===== config.mk =====
export PLATFORM = sky130hd
export DESIGN_NAME = servo_sync_write_framer_flat
export DESIGN_NICKNAME = d
export VERILOG_FILES = /design/src/ssw_pkg.sv /design/src/ssw_if.sv /design/src/ssw_front.sv /design/src/ssw_queue.sv /design/src/ssw_back.sv /design/src/servo_sync_write_framer.sv /design/src/flat_wrapper.sv
export SDC_FILE = /design/constraint.sdc
export NUM_CORES = 1
export LEC_CHECK = 0
export ABC_AREA = 1
export BUFFER_PORTS_ARGS = -buffer_cell sky130_fd_sc_hd__buf_2
export CORE_MARGIN = 5
export CORE_UTILIZATION = 40
export CTS_CLUSTER_DIAMETER = 150
export DETAILED_ROUTE_END_ITERATION = 6
export PLACE_DENSITY_LB_ADDON = 0.08
export SYNTH_ARGS = -nofsm -noshare
export SYNTH_HDL_FRONTEND = slang
export SYNTH_SLANG_ARGS = --single-unit

===== constraint.sdc =====
create_clock -name clk -period 6.4 [get_ports clk]
set_input_delay 0 -clock clk [delete_from_list [all_inputs] [get_ports clk]]
set_output_delay 0 -clock clk [all_outputs]
set_load 0.01 [all_outputs]

===== src/ssw_pkg.sv =====
`timescale 1ns / 1ps

package ssw_pkg;

	localparam int MAX_SERVOS = 15;

	localparam logic [7:0] HDR_SYNC      = 8'hFF;
	localparam logic [7:0] HDR_BROADCAST = 8'hFE;
	localparam logic [7:0] OP_SYNC_WRITE = 8'h83;
	localparam logic [7:0] START_ADDR    = 8'd41;
	localparam logic [7:0] DATA_LEN      = 8'd7;
	localparam logic [11:0] POS_MAX      = 12'd4095;

	// Configuration register indexes.
	localparam logic CFG_ACCELERATION = 1'b0;
	localparam logic CFG_REC_COUNT    = 1'b1;

	// One classified servo record handed from the front to the back.
	typedef struct packed {
		logic [7:0]  bus_id;
		logic [11:0] position;
		logic [15:0] speed;
		logic        first;
		logic        last;
	} ssw_job_t;

endpackage


===== src/ssw_if.sv =====
`timescale 1ns / 1ps

interface ssw_rec_if;
	logic               valid;
	logic               ready;
	logic [7:0]         bus_id;
	logic signed [15:0] target_angle;
	logic signed [16:0] scale;
	logic [11:0]        offset;
	logic [15:0]        speed;

	modport source (output valid, bus_id, target_angle, scale, offset, speed, input ready);
	modport sink (input valid, bus_id, target_angle, scale, offset, speed, output ready);
endinterface

interface ssw_tx_if;
	logic       valid;
	logic       ready;
	logic [7:0] tx_byte;
	logic       frame_last;

	modport source (output valid, tx_byte, frame_last, input ready);
	modport sink (input valid, tx_byte, frame_last, output ready);
endinterface


===== src/ssw_front.sv =====
`timescale 1ns / 1ps

module ssw_front import ssw_pkg::*; (
	input  logic       clk,
	input  logic       arst_n,
	input  logic [3:0] count_eff,
	ssw_rec_if.sink    rec,
	output logic       push_valid,
	input  logic       push_ready,
	output ssw_job_t   push_job
);

	logic               valid_s1;
	logic signed [32:0] prod_s1;
	logic [11:0]        offset_s1;
	logic [7:0]         id_s1;
	logic [15:0]        speed_s1;
	logic               first_s1;
	logic               last_s1;
	logic [3:0]         record_index_q;

	logic               accept;
	logic [4:0]         next_index;
	logic               is_last;
	logic signed [33:0] v;
	logic [11:0]        position;

	assign rec.ready  = !valid_s1 || push_ready;
	assign accept     = rec.valid && rec.ready;
	assign next_index = {1'b0, record_index_q} + 5'd1;
	assign is_last    = next_index >= {1'b0, count_eff};

	always_ff @(posedge clk or negedge arst_n) begin
		if (!arst_n) begin
			valid_s1       <= 1'b0;
			record_index_q <= '0;
		end else begin
			if (accept) begin
				valid_s1       <= 1'b1;
				record_index_q <= is_last ? 4'd0 : next_index[3:0];
			end else if (push_ready) begin
				valid_s1 <= 1'b0;
			end
		end
	end

	always_ff @(posedge clk) begin
		if (accept) begin
			prod_s1   <= 33'(rec.scale) * 33'(rec.target_angle);
			offset_s1 <= rec.offset;
			id_s1     <= rec.bus_id;
			speed_s1  <= rec.speed;
			first_s1  <= (record_index_q == 4'd0);
			last_s1   <= is_last;
		end
	end

	// Position in Q.12: negative clamps to zero, anything past 12 integer bits to full scale.
	assign v = 34'(prod_s1) + $signed({10'd0, offset_s1, 12'd0});

	always_comb begin
		if (v[33])
			position = '0;
		else if (v[32:24] != '0)
			position = POS_MAX;
		else
			position = v[23:12];
	end

	assign push_valid         = valid_s1;
	assign push_job.bus_id    = id_s1;
	assign push_job.position  = position;
	assign push_job.speed     = speed_s1;
	assign push_job.first     = first_s1;
	assign push_job.last      = last_s1;

endmodule


===== src/ssw_queue.sv =====
`timescale 1ns / 1ps

module ssw_queue import ssw_pkg::*; (
	input  logic     clk,
	input  logic     arst_n,
	input  logic     push_valid,
	output logic     push_ready,
	input  ssw_job_t push_job,
	output logic     head_valid,
	input  logic     pop,
	output ssw_job_t head_job
);

	ssw_job_t   mem_q [2];
	logic       wr_ptr_q;
	logic       rd_ptr_q;
	logic [1:0] fill_q;
	logic       do_push;
	logic       do_pop;

	assign push_ready = (fill_q != 2'd2);
	assign head_valid = (fill_q != 2'd0);
	assign head_job   = mem_q[rd_ptr_q];
	assign do_push    = push_valid && push_ready;
	assign do_pop     = pop && head_valid;

	always_ff @(posedge clk or negedge arst_n) begin
		if (!arst_n) begin
			wr_ptr_q <= 1'b0;
			rd_ptr_q <= 1'b0;
			fill_q   <= '0;
		end else begin
			if (do_push)
				wr_ptr_q <= !wr_ptr_q;
			if (do_pop)
				rd_ptr_q <= !rd_ptr_q;
			if (do_push && !do_pop)
				fill_q <= fill_q + 2'd1;
			else if (!do_push && do_pop)
				fill_q <= fill_q - 2'd1;
		end
	end

	always_ff @(posedge clk) begin
		if (do_push)
			mem_q[wr_ptr_q] <= push_job;
	end

endmodule


===== src/ssw_back.sv =====
`timescale 1ns / 1ps

module ssw_back import ssw_pkg::*; (
	input  logic       clk,
	input  logic       arst_n,
	input  logic [7:0] acceleration,
	input  logic [3:0] count_eff,
	input  logic       head_valid,
	input  ssw_job_t   head_job,
	output logic       pop,
	ssw_tx_if.source   tx
);

	typedef enum logic [3:0] {
		SLOT_SYNC0, SLOT_SYNC1, SLOT_BCAST, SLOT_LEN, SLOT_OP, SLOT_ADDR, SLOT_DLEN,
		SLOT_ID, SLOT_ACC, SLOT_POS_LO, SLOT_POS_HI, SLOT_ZERO0, SLOT_ZERO1,
		SLOT_SPD_LO, SLOT_SPD_HI, SLOT_CHK
	} slot_t;

	slot_t      slot_q;
	logic       active_q;
	logic [7:0] sum_q;
	logic       out_valid_q;
	logic [7:0] out_byte_q;
	logic       out_last_q;

	slot_t      slot;
	logic       step;
	logic [7:0] byte_val;
	logic       done;

	// A record that opens a frame starts at the header, any other at its id.
	assign slot = active_q ? slot_q : (head_job.first ? SLOT_SYNC0 : SLOT_ID);
	assign step = head_valid && (!out_valid_q || tx.ready);
	assign done = (slot == SLOT_CHK) || (slot == SLOT_SPD_HI && !head_job.last);
	assign pop  = step && done;

	always_comb begin
		case (slot)
			SLOT_SYNC0, SLOT_SYNC1: byte_val = HDR_SYNC;
			SLOT_BCAST:             byte_val = HDR_BROADCAST;
			SLOT_LEN:               byte_val = {1'b0, count_eff, 3'b000} + 8'd4;
			SLOT_OP:                byte_val = OP_SYNC_WRITE;
			SLOT_ADDR:              byte_val = START_ADDR;
			SLOT_DLEN:              byte_val = DATA_LEN;
			SLOT_ID:                byte_val = head_job.bus_id;
			SLOT_ACC:               byte_val = acceleration;
			SLOT_POS_LO:            byte_val = head_job.position[7:0];
			SLOT_POS_HI:            byte_val = {4'd0, head_job.position[11:8]};
			SLOT_SPD_LO:            byte_val = head_job.speed[7:0];
			SLOT_SPD_HI:            byte_val = head_job.speed[15:8];
			SLOT_CHK:               byte_val = ~sum_q;
			default:                byte_val = 8'd0;
		endcase
	end

	always_ff @(posedge clk or negedge arst_n) begin
		if (!arst_n) begin
			slot_q      <= SLOT_SYNC0;
			active_q    <= 1'b0;
			sum_q       <= '0;
			out_valid_q <= 1'b0;
			out_byte_q  <= '0;
			out_last_q  <= 1'b0;
		end else begin
			if (step) begin
				out_valid_q <= 1'b1;
				out_byte_q  <= byte_val;
				out_last_q  <= (slot == SLOT_CHK);
				if (done) begin
					active_q <= 1'b0;
				end else begin
					active_q <= 1'b1;
					slot_q   <= slot_t'(slot + 4'd1);
				end
				// The checksum covers every byte from the broadcast id onward.
				if (slot == SLOT_SYNC0 || slot == SLOT_SYNC1 || slot == SLOT_CHK)
					sum_q <= '0;
				else
					sum_q <= sum_q + byte_val;
			end else if (tx.ready) begin
				out_valid_q <= 1'b0;
			end
		end
	end

	assign tx.valid      = out_valid_q;
	assign tx.tx_byte    = out_byte_q;
	assign tx.frame_last = out_last_q;

endmodule


===== src/servo_sync_write_framer.sv =====
`timescale 1ns / 1ps
// Channel | Dir | Payload
// rec     | in  | bus_id, target_angle, scale, offset, speed (one servo record)
// tx      | out | tx_byte, frame_last (one frame byte per beat)
// cfg     | in  | cfg_we, cfg_index, cfg_data (0 acceleration, 1 record count)
// The back end sends one byte per cycle unless tx stalls or the queue is empty.
// A record is 8 to 16 bytes: 8, plus 7 if it opens a frame and 1 if it closes one.
// The front end multiplies in one stage and fills a two-entry queue, so it takes new
// records while the back end is still sending, and stalls only when the queue is full
// and its stage still holds a record.
// A stall on tx holds the output register and backs up into the queue.
// Reset clears the frame position, the running checksum and sets the record count to 1.

module servo_sync_write_framer import ssw_pkg::*; (
	input  logic       clk,
	input  logic       arst_n,
	input  logic       cfg_we,
	input  logic       cfg_index,
	input  logic [7:0] cfg_data,
	ssw_rec_if.sink    rec,
	ssw_tx_if.source   tx
);

	logic [7:0] acceleration_q;
	logic [3:0] rec_count_q;
	logic [3:0] count_eff;
	logic       push_valid;
	logic       push_ready;
	ssw_job_t   push_job;
	logic       head_valid;
	logic       pop;
	ssw_job_t   head_job;

	always_ff @(posedge clk or negedge arst_n) begin
		if (!arst_n) begin
			acceleration_q <= '0;
			rec_count_q    <= 4'd1;
		end else if (cfg_we) begin
			case (cfg_index)
				CFG_ACCELERATION: acceleration_q <= cfg_data;
				CFG_REC_COUNT:    rec_count_q    <= cfg_data[3:0];
				default:          ;
			endcase
		end
	end

	always_comb begin
		if (rec_count_q == 4'd0)
			count_eff = 4'd1;
		else if (32'(rec_count_q) > MAX_SERVOS)
			count_eff = 4'(MAX_SERVOS);
		else
			count_eff = rec_count_q;
	end

	ssw_front u_front (
		.clk        (clk),
		.arst_n     (arst_n),
		.count_eff  (count_eff),
		.rec        (rec),
		.push_valid (push_valid),
		.push_ready (push_ready),
		.push_job   (push_job)
	);

	ssw_queue u_queue (
		.clk        (clk),
		.arst_n     (arst_n),
		.push_valid (push_valid),
		.push_ready (push_ready),
		.push_job   (push_job),
		.head_valid (head_valid),
		.pop        (pop),
		.head_job   (head_job)
	);

	ssw_back u_back (
		.clk          (clk),
		.arst_n       (arst_n),
		.acceleration (acceleration_q),
		.count_eff    (count_eff),
		.head_valid   (head_valid),
		.head_job     (head_job),
		.pop          (pop),
		.tx           (tx)
	);

endmodule

===== src/flat_wrapper.sv =====
// flat-port wrapper written by rule: the top's interface ports become plain ports
module servo_sync_write_framer_flat import ssw_pkg::*;
  (clk, arst_n, cfg_we, cfg_index, cfg_data, rec_valid, rec_bus_id, rec_target_angle, rec_scale, rec_offset, rec_speed, rec_ready, tx_valid, tx_tx_byte, tx_frame_last, tx_ready);
  ssw_rec_if rec_i ();
  ssw_tx_if tx_i ();
  input  logic clk;
  input  logic arst_n;
  input  logic cfg_we;
  input  logic cfg_index;
  input  logic [7:0] cfg_data;
  input wire logic [$bits(rec_i.valid)-1:0] rec_valid;
  input wire logic [$bits(rec_i.bus_id)-1:0] rec_bus_id;
  input wire logic [$bits(rec_i.target_angle)-1:0] rec_target_angle;
  input wire logic [$bits(rec_i.scale)-1:0] rec_scale;
  input wire logic [$bits(rec_i.offset)-1:0] rec_offset;
  input wire logic [$bits(rec_i.speed)-1:0] rec_speed;
  output wire logic [$bits(rec_i.ready)-1:0] rec_ready;
  output wire logic [$bits(tx_i.valid)-1:0] tx_valid;
  output wire logic [$bits(tx_i.tx_byte)-1:0] tx_tx_byte;
  output wire logic [$bits(tx_i.frame_last)-1:0] tx_frame_last;
  input wire logic [$bits(tx_i.ready)-1:0] tx_ready;
  assign rec_i.valid = rec_valid;
  assign rec_i.bus_id = rec_bus_id;
  assign rec_i.target_angle = rec_target_angle;
  assign rec_i.scale = rec_scale;
  assign rec_i.offset = rec_offset;
  assign rec_i.speed = rec_speed;
  assign rec_ready = rec_i.ready;
  assign tx_valid = tx_i.valid;
  assign tx_tx_byte = tx_i.tx_byte;
  assign tx_frame_last = tx_i.frame_last;
  assign tx_i.ready = tx_ready;
  servo_sync_write_framer u_core (.clk(clk), .arst_n(arst_n), .cfg_we(cfg_we), .cfg_index(cfg_index), .cfg_data(cfg_data), .rec(rec_i), .tx(tx_i));
endmodule

### Word-level counts from Yosys, hierarchy flattened

Memory sizes are Yosys's and may differ from the RTL's.
Cells that the tools add are included.

| storage, ports and cells | value |
|---|---|
| memories kept | 1 |
| input bits | 83 |
| register bits | 115 |
| output and inout port bits | 11 |
| RAM bits | 76 |

Memory list:

| memory | depth | width | read ports | clocked after memory_dff | write ports | RTL line | source |
|---|---|---|---|---|---|---|---|
| u_core.u_queue.mem_q | 2 | 38 | 1 | 0 | 1 | ssw_queue.sv:14 | `ssw_job_t mem_q [2];` |

| operators by class | value |
|---|---|
| bitwise operators | 3 |
| equality and inequality tests | 14 |
| $add $sub $neg | 7 |
| reductions and logical operators | 32 |
| magnitude comparators | 1 |
| muxes and demuxes | 17 |
| multiply operators | 1 |

Operator list:

| cell | count |
|---|---|
| one-hot mux 8 bit (13 select lines) | 1 |
| adder 33 x 25 -> 34 bit | 1 |
| multiplier 17 x 16 -> 33 bit | 1 |
| equality test 4 bit (second input constant) | 6 |
| two-way mux 12 bit | 2 |
| equality test 4 x 3 -> 1 bit (second input constant) | 4 |
| logical NOT 4 bit | 3 |
| two-way mux 4 bit | 3 |
| nonzero test 9 bit | 1 |
| adder 7 x 3 -> 8 bit (second input constant) | 1 |
| adder 8 bit | 1 |
| equality test 4 x 2 -> 1 bit (second input constant) | 2 |
| logical AND 1 bit | 8 |
| two-way mux 8 bit | 1 |
| inverter 8 bit | 1 |
| nonzero test 2 bit | 4 |
| logical NOT 1 bit | 7 |
| two-way mux 1 bit | 7 |
| AND reduction 2 bit | 3 |
| adder 4 x 1 -> 5 bit (second input constant) | 1 |
| greater-or-equal comparator 5 x 4 -> 1 bit | 1 |
| logical OR 1 bit | 5 |
| adder 4 x 1 -> 4 bit (second input constant) | 1 |
| equality test 4 x 1 -> 1 bit (second input constant) | 1 |
| 7 further kinds | 9 |

### Logic depth before layout (Yosys ltp)

Gate-level depths: netlist (run 1).
An unclocked memory read counts as a cell.

| depth | value |
|---|---|
| depth after elaboration | 11 |
| gate-level depth with buffers | 27 |
| depth with buffers taken out | 25 |

### Modules after synthesis

From an unflattened synthesis (run 1), not the netlist that was laid out.

| unflattened totals | value |
|---|---|
| cells, all modules | 2287 |
| area, all modules | 19508.7 sq um |

Modules (own cells, without submodules):

| module | cells each | instances | area an instance (sq um) |
|---|---|---|---|
| ssw_front | 1728 | 1 | 14127.3 |
| ssw_queue | 227 | 1 | 2975.4 |
| ssw_back | 272 | 1 | 1891.8 |
| servo_sync_write_framer | 60 | 1 | 514.2 |

### Worst setup path before layout (run 1)

Ideal clock, no wire load.

| path | value |
|---|---|
| path type | input-to-reg |
| start | input port rec_target_angle[5] |
| end | register u_core.u_front.prod_s1[29] (data pin) |
| path buffers | 2 |
| required time | 6.139 ns |
| stages on the path | 24 |
| slack | 0.917 ns |
| data arrival time | 5.222 ns |
| cell sequence | clkbuf_1 -> clkbuf_1 -> nand2_1 -> fa_1 -> inv_1 -> fa_1 -> inv_1 -> fa_1 -> fa_1 -> inv_1 -> fa_1 -> inv_1 -> fa_1 -> inv_1 -> ha_1 -> a21oi_1 -> inv_1 -> a21oi_1 -> nor2_1 -> nor2_1 -> o21ai_0 -> a21oi_1 -> nand2_1 -> xor2_1 |

| between the ends | value |
|---|---|
| word-level cells in the longest chain between the ends | 1 |

RTL lines:

| what | RTL line | source |
|---|---|---|
| start: declaration | flat_wrapper.sv:13 | `input wire logic [$bits(rec_i.target_angle)-1:0] rec_target_angle;` |
| multiplier 17 x 16 -> 33 bit | ssw_front.sv:49 | `prod_s1 <= 33'(rec.scale) * 33'(rec.target_angle);` |
| end signal: assignment | ssw_front.sv:49 |  |
| end: declaration | ssw_front.sv:14 | `logic signed [32:0] prod_s1;` |

No other way between the ends.
A chain may end at the register's enable or synchronous reset.

### Final worst setup path (run 1)

| path | value |
|---|---|
| start | input port rec_target_angle[1] |
| end | register u_core.u_front.prod_s1[31] (data pin) |

Same word-level chain as after synthesis.

==> impl_results.md, run 1 <==
* Slew Limit Fails at 0
* Leading cell types in the layout, fill and taps excluded: nand2_1, inv_1, fa_1
* Post-DRT Antenna Nets at 0
* Critical Path RT at between 6 and 7 ns
* Minimum hold slack at approximately 0.25 ns
* Syn avg cell area at 8.50 um^2
* Async SR Flop Fraction at between 20% and 30%
* Synth warn at 0
* Mapped Cells at between 2000 and 2500
* Skew final at about 0.016 ns
* Peak Freq at 186 MHz
* R2R setup slack at 2.06 ns
* Crit Path Max Fanout at 16
* Antenna diodes at 0
* Placed cell area at ~0.020 mm^2
* Final setup fails at 0
* Final period utilization at 83.8%
* Largest net degree at the start of global routing at around 50
* Reg clk slew, reported paths at about 0.07 ns
* CP Capture Type: flip-flop
* Finished Cell Area at about 0.022 mm^2
* Nets at 2858
* RSZ-0062 raised after global routing: no
* Relative slew slack at 30.2%
* Netlist cell types at between 50 and 60
* Initial drt markers at roughly 800
* Mapped Nets at ~2800
* HP Class: in2reg
* Worst skew pair latency at between 0.4 and 0.5 ns
* Wire per inst at 16.7 um
* Synthesized area at between 0.015 and 0.02 mm^2
* H-tree depth at 4
* Startpoint Class: primary input
* Area Overhead vs Synth at 10.7%
* TNS Setup at 0 ns
* Starting density of the core at approximately two fifths
* Most common cell after layout, fill and taps aside: nand2_1
* Outcome: finished, final reports clean
* Initial antenna violation count at 0
* Die area at roughly 0.053 mm^2
* Max-cap violations at 0
* Final min period at approximately 5.4 ns
* Post-synth EDFFs at 135
* CTS root buf: clkbuf_16
* Worst-Margin Slew at about 1.0 ns
* Core area at between 0.04 and 0.05 mm^2
* Post-DR vias/cell at approximately 4.8
* Grt ovf at 0
* Crit path DAT at between 5 and 6 ns
* Site Rows at 80
* Gpl congestion at 0.881
* Hpwl dp at roughly 40000 um
* Synth Flop Type: edfxtp_1
* Vias at between 10000 and 15000
* Post-route DRC at 0
* Post-synthesis sequential area ratio at about a quarter
* Vias in the first global route at ~15000
* WL final at 50400 um
* CTS tree: built
* Crit Path Category: in2reg
* Number of hold violations in the final report at 0
* Setup Buffers After CTS at 0
* First-pass GRT wire length at 82300 um
* CTS Buf Count at 17
* Die Y at between 200 and 250 um
* Yosys reg bits at about 180
* Clk sinks at about 180
* Io pins at 94
* Clk buf depth at 2
* Gr usage total at about a fifth
* Non-Filler Instances at about 3000
* Die width at about 230 um
* Drt pass-1 iters at 5
* Proportion of layout cells with a drive suffix above 1 at 7.96%
* Buffers on Ports at 93
* Placed insts at slightly below 3000
-- layer usage --
layer | global-route usage (%) | vias up | share of wire (%)
met5 | 0 | - | 0
met4 | 4.60 | 0 | 1.8
met3 | 2.26 | 48 | 2.9
met2 | 35.0 | 223 | 51
met1 | 26.1 | 7187 | 45
li1 | - | 6990 | -
-- per-stage QoR --
step | setup slack, ns | util, %
final | 1.03 | 44.9
after CTS | 1.10 | 44.9
after global placement | 0.555 | 42.6
after floorplan | 0.917 | -
after global routing | 0.656 | 44.9
after detailed placement | 0.640 | 42.6
-- final timing paths --
check                                       startpoint                                to  depth (start not counted)
max in group asynchronous                       arst_n  u_core.u_front.record_index_q[0]                          2
min in group asynchronous                       arst_n            u_core.u_back.sum_q[7]                          2
min                                      rec_offset[8]       u_core.u_front.offset_s1[8]                          2
max                                rec_target_angle[1]        u_core.u_front.prod_s1[31]                         20
max reg2reg                    u_core.u_queue.rd_ptr_q            u_core.u_back.sum_q[6]                         21
min reg2reg                u_core.u_front.speed_s1[11]       u_core.u_queue.mem_q[0][13]                          0
-- synth_stat cells, types with 6 or more instances --
library cell | number | area, um^2
nand2_1 | 638 | 2390
nand3_1 | 44 | 220
a21oi_1 | 70 | 350
clkbuf_1 | 63 | 236
xor2_1 | 27 | 236
nor2_1 | 86 | 323
or2_2 | 7 | 43.8
a31oi_1 | 6 | 37.5
edfxtp_1 | 135 | 4050
xnor2_1 | 17 | 149
ha_1 | 111 | 1390
nand4_1 | 24 | 150
nor3_1 | 18 | 90.1
inv_2 | 15 | 56.3
o21ai_0 | 55 | 275
fa_1 | 277 | 5550
dfrtp_1 | 43 | 1080
inv_1 | 579 | 2170
-- final cells by class --
| cell class | count | area (um^2) |
|---|---|---|
| inverters | 595 | 2230 |
| clock buffers | 18 | 429 |
| clock inverters | 14 | 125 |
| well taps | 615 | 769 |
| multi-input cells | 1440 | 11700 |
| fillers | 4813 | 26400 |
| flip-flops and latches | 179 | 5160 |
| repair buffers | 154 | 1050 |
-- logic make-up after synthesis --
logic type / synth area share (%)
XOR/XNOR: 1.98
adder cells (fa/ha/maj): 35.7
buffers and inverters: 13.1
multiplexers: 0.290
AO/OA/AOI/OAI: 4.55
AND/OR/NAND/NOR: 17.9
flip-flops: 26.5
-- registers in the layout, indices dropped and copies added (netlist names), 4 cells and up --
register and count:
u_core.u_back.sum_q 8, u_core.u_back.tx.tx_byte 8, u_core.u_front.id_s1 8, u_core.rec_count_q 4, u_core.u_front.record_index_q 4, u_core.u_front.speed_s1 16, u_core.u_front.offset_s1 12, u_core.acceleration_q 8
u_core.u_queue.mem_q 76, u_core.u_back.slot_q 4, u_core.u_front.prod_s1 21
-- worst max-delay path, cell delays in order --
cell and delay (ns):
buf_2 0.23, nand2_1 0.16, inv_1 0.09, fa_1 0.76
fa_1 0.53, inv_1 0.12, fa_1 0.48, fa_1 0.55
inv_1 0.06, fa_1 0.54, fa_1 0.41, ha_1 0.41
a21oi_1 0.39, o21bai_1 0.10, a21oi_1 0.20, o21ai_0 0.12
a31oi_1 0.21, nand2_1 0.08, nand2_1 0.05, nand2_1 0.05
-- what timing repair did --
| item | in CTS | in global routing |
|---|---|---|
| setup endpoints to repair | 0 | 0 |
| hold buffers | 52 | 0 |
| endpoints found under the hold margin | 94 | 0 |
| resized for setup | 0 | 0 |
Power of run 1 is not shown: default switching activity piles up to over one toggle a cycle in this logic, so the estimate is an artifact.
==> run 2, diff against run 1 <==
--- a/config.mk
+++ b/config.mk
@@ -5,7 +5,7 @@
 export SDC_FILE = /design/constraint.sdc
 export NUM_CORES = 1
 export LEC_CHECK = 0
-export ABC_AREA = 1
+export ABC_AREA = 0
 export BUFFER_PORTS_ARGS = -buffer_cell sky130_fd_sc_hd__buf_2
 export CORE_MARGIN = 5
 export CORE_UTILIZATION = 40
==> constraint.sdc (replaced) <==
create_clock -name clk -period 5 [get_ports clk]
set_input_delay 0 -clock clk [delete_from_list [all_inputs] [get_ports clk]]
set_output_delay 0 -clock clk [all_outputs]
set_load 0.01 [all_outputs]
==> impl_results.md, run 2 <==
* Outcome: finished, final reports clean
* RSZ-0062 raised after global routing: yes
* Leading cell types in the layout, fill and taps excluded: inv_1, fa_1, nand2_1
* Gr usage total at between 10% and 20%
* Site Rows at 77
* Crit Path Max Fanout at 13
* Post-synth EDFFs at ~140
* Starting density of the core at roughly 40%
* Worst Hold Depth at 3
* Post-DRT Antenna Nets at 0
* Most frequent cell after synthesis: inv_1
* Async SR Flop Fraction at about a quarter
* Worst-Margin Slew at approximately 1 ns
* CP most frequent cell: fa_1
* R2R setup slack at ~0.21 ns
* Antenna diodes at 0
* Crit Reg-Reg Endpoint: u_core.u_back.sum_q[7]
* Die Y at between 200 and 250 um
* Largest family of logic cells by synthesized area: adder cells
* Syn avg cell area at 10.9 um^2
* Crit path DAT at between 5 and 6 ns
* Die width at 222 um
* Clk sinks at 179
* Biggest regs: u_core.u_queue.mem_q: 76 flops, u_core.u_front.prod_s1: 21 flops, u_core.u_front.speed_s1: 16 flops
* CP Capture Type: flip-flop
* Drt pass-1 iters at 4
* Initial drt markers at about 530
* Most common cell after layout, fill and taps aside: inv_1
* CP max-delay cell: fa_1
* Core area at roughly 0.044 mm^2
* Vias at ~12000
* Hpwl dp at 35500 um
* Synth Area in Simple Gates at a little under an eighth
* WL final at 43100 um
* Grt ovf at 0
* Largest reg by FF count: u_core.u_queue.mem_q
* Mux contribution to synthesized area at roughly 2.9%
* Post-DR vias/cell at between 4 and 5
* Synthesized area at between 0.015 and 0.02 mm^2
* Min-Delay Startpoint: cfg_we
* CTS Buf Count at 17
* Final design utilization at around 50%
* Nets at ~2400
* Relative slew slack at about a third
* Critical Path RT at approximately 5.2 ns
* First-pass GRT wire length at between 70000 and 80000 um
* Largest net degree at the start of global routing at 45
* Vias in the first global route at about 13000
* Post-synthesis sequential area ratio at between 20% and 30%
* Post-route DRC at 0
* Synth warn at 0
* GRT met1 Usage at between 20% and 30%
* Initial antenna violation count at 0
* Final WS setup at between 0.04 and 0.05 ns
* Top cell type by total area after synthesis: fa_1
* Hold EP: u_core.rec_count_q[1]
* Mapped Nets at 2119
* Synth top area share at ~31%
* Largest stage delay, worst path at 0.61 ns
* Buffers on Ports at a little over 90
* Startpoint Class: primary input
* Top cells by count, synth: inv_1, fa_1, nand2_1
* Proportion of layout cells with a drive suffix above 1 at between 20% and 30%
* CTS root buf: clkbuf_16
* GRT met2 Usage at a little under a third
* Die area at roughly 0.05 mm^2
* Final min period at 4.96 ns
* Area Overhead vs Synth at 21.4%
* Post-synthesis compound-gate area fraction at between 7 and 8%
* Reg clk slew, reported paths at approximately 0.07 ns
* H-tree depth at 4
* Gpl congestion at 0.869
* Most Crowded Layer GR: met2
* Worst setup slack after placement at -0.743 ns
* Crit-path cells: buf_12, and2_4, fa_1, inv_2, fa_2, fa_1, inv_1, fa_1, fa_1, inv_1, fa_1, inv_2, ha_4, o21a_1, o21ai_2, or2_4, o22a_4, a211o_1, a21oi_2, nor2_1, xnor2_1
* Max-cap violations at 0
* Worst skew pair latency at 0.45 ns
* Crit Path Category: in2reg
* Peak Freq at between 200 and 250 MHz
* CTS tree: built
* Final period utilization at a little under 100%
* Yosys reg bits at 179
* Skew final at 0.0121 ns
* Netlist cell types at 73
* Slew Limit Fails at 0
* Io pins at 94
* Final setup fails at 0
* Adder-cell share of the synthesized area at about two fifths
* Synth Area in XOR/XNOR at about 2.7%
* Mapped Cells at 1648
* HP Class: in2reg
* Largest register FFs at 76
* Cells taking the most area after synthesis: fa_1, edfxtp_1, ha_1
* Worst reg-to-reg path cell count at 19
* Synth Flop Type: edfxtp_1
* Fillers at slightly above 4000
* Reg2reg start: u_core.u_queue.rd_ptr_q
* Met3 Usage GRT at ~2.2%
* Clk buf depth at 2
* Minimum hold slack at 0.0491 ns
* Number of hold violations in the final report at 0
* Wire per inst at about 17 um
-- run 2: cell count changes after synthesis, sizes merged, moves of 16 or more --
cell    previous run  this run
mux2i              0        24
clkbuf            64        44
nand4             24         6
nand2            645       166
nand3             49        14
mux2               5        24
nor2              92        37
a21oi             73        34
and2               0       136
o21ai             58        33
inv              594       338
nor3              21         5
-- run 2: cell type report --
type	count	area [um^2]	area share (%)
clock buffer	17	425	1.95
inverter	338	1270	5.83
multi-input combinational	1078	11700	53.9
clock inverter	15	180	0.827
sequential	179	5160	23.7
tap	592	741	3.40
timing repair buffer	286	2280	10.5
-- run 2: cell families (layout without fill, tap and decap cells) --
kind of cell	Yosys count	count (layout)
muxes	48	48
buffers and inverters	391	656
and+or+nand+nor	403	403
xor gates and xnor gates	55	55
adders and majority gates	388	388
AOI/OAI and AO/OA	184	184
DFF	179	179
-- run 2: worst max-delay path, delay by kind of cell --
kind,cells,cell delay (ns)
buffers and inverters,5,0.36
and+or+nand+nor,3,0.46
xor gates and xnor gates,1,0.11
AOI/OAI and AO/OA,5,0.89
adders and majority gates,7,3.35
-- run 2: what timing repair did --
| action | in CTS | in global routing |
|---|---|---|
| buffers inserted | 1 | 4 |
| resized for setup | 30 | 96 |
| hold endpoints to repair | 95 | 0 |
| endpoints found under the setup margin | 14 | 16 |
| pin swaps | 9 | 35 |
| hold buffers | 47 | 0 |
-- run 2: how the worst max path moves through the flow --
stage | startpoint | to
floorplan | rec_target_angle[9] | u_core.u_front.prod_s1[30]
global placement | rec_scale[5] | u_core.u_front.prod_s1[19]
detailed placement | rec_target_angle[1] | u_core.u_front.prod_s1[19]
CTS | u_core.u_queue.rd_ptr_q | u_core.u_back.sum_q[7]
global route | u_core.u_queue.rd_ptr_q | u_core.u_back.sum_q[7]
finish | rec_scale[8] | u_core.u_front.prod_s1[30]
-- run 2: metrics by stage --
stage | cell area, um^2 | setup TNS [ns] | cells
6_report | 21800 | 0 | 2505
5_1_grt | 21800 | -0.372 | 2505
4_1_cts | 21400 | 0 | 2501
3_5_place_dp | 20300 | -10.96 | 2421
3_3_place_gp | 20300 | -10.52 | 2421
2_1_floorplan | 18300 | -0.875 | 1648
-- run 2: metal layers --
metal,part of all wire [%],vias to the layer above
met1,47,6022
met5,0,-
li1,-,5757
met3,2.5,37
met4,1.5,0
met2,49,191
Power of run 2 is left out for the same reason.
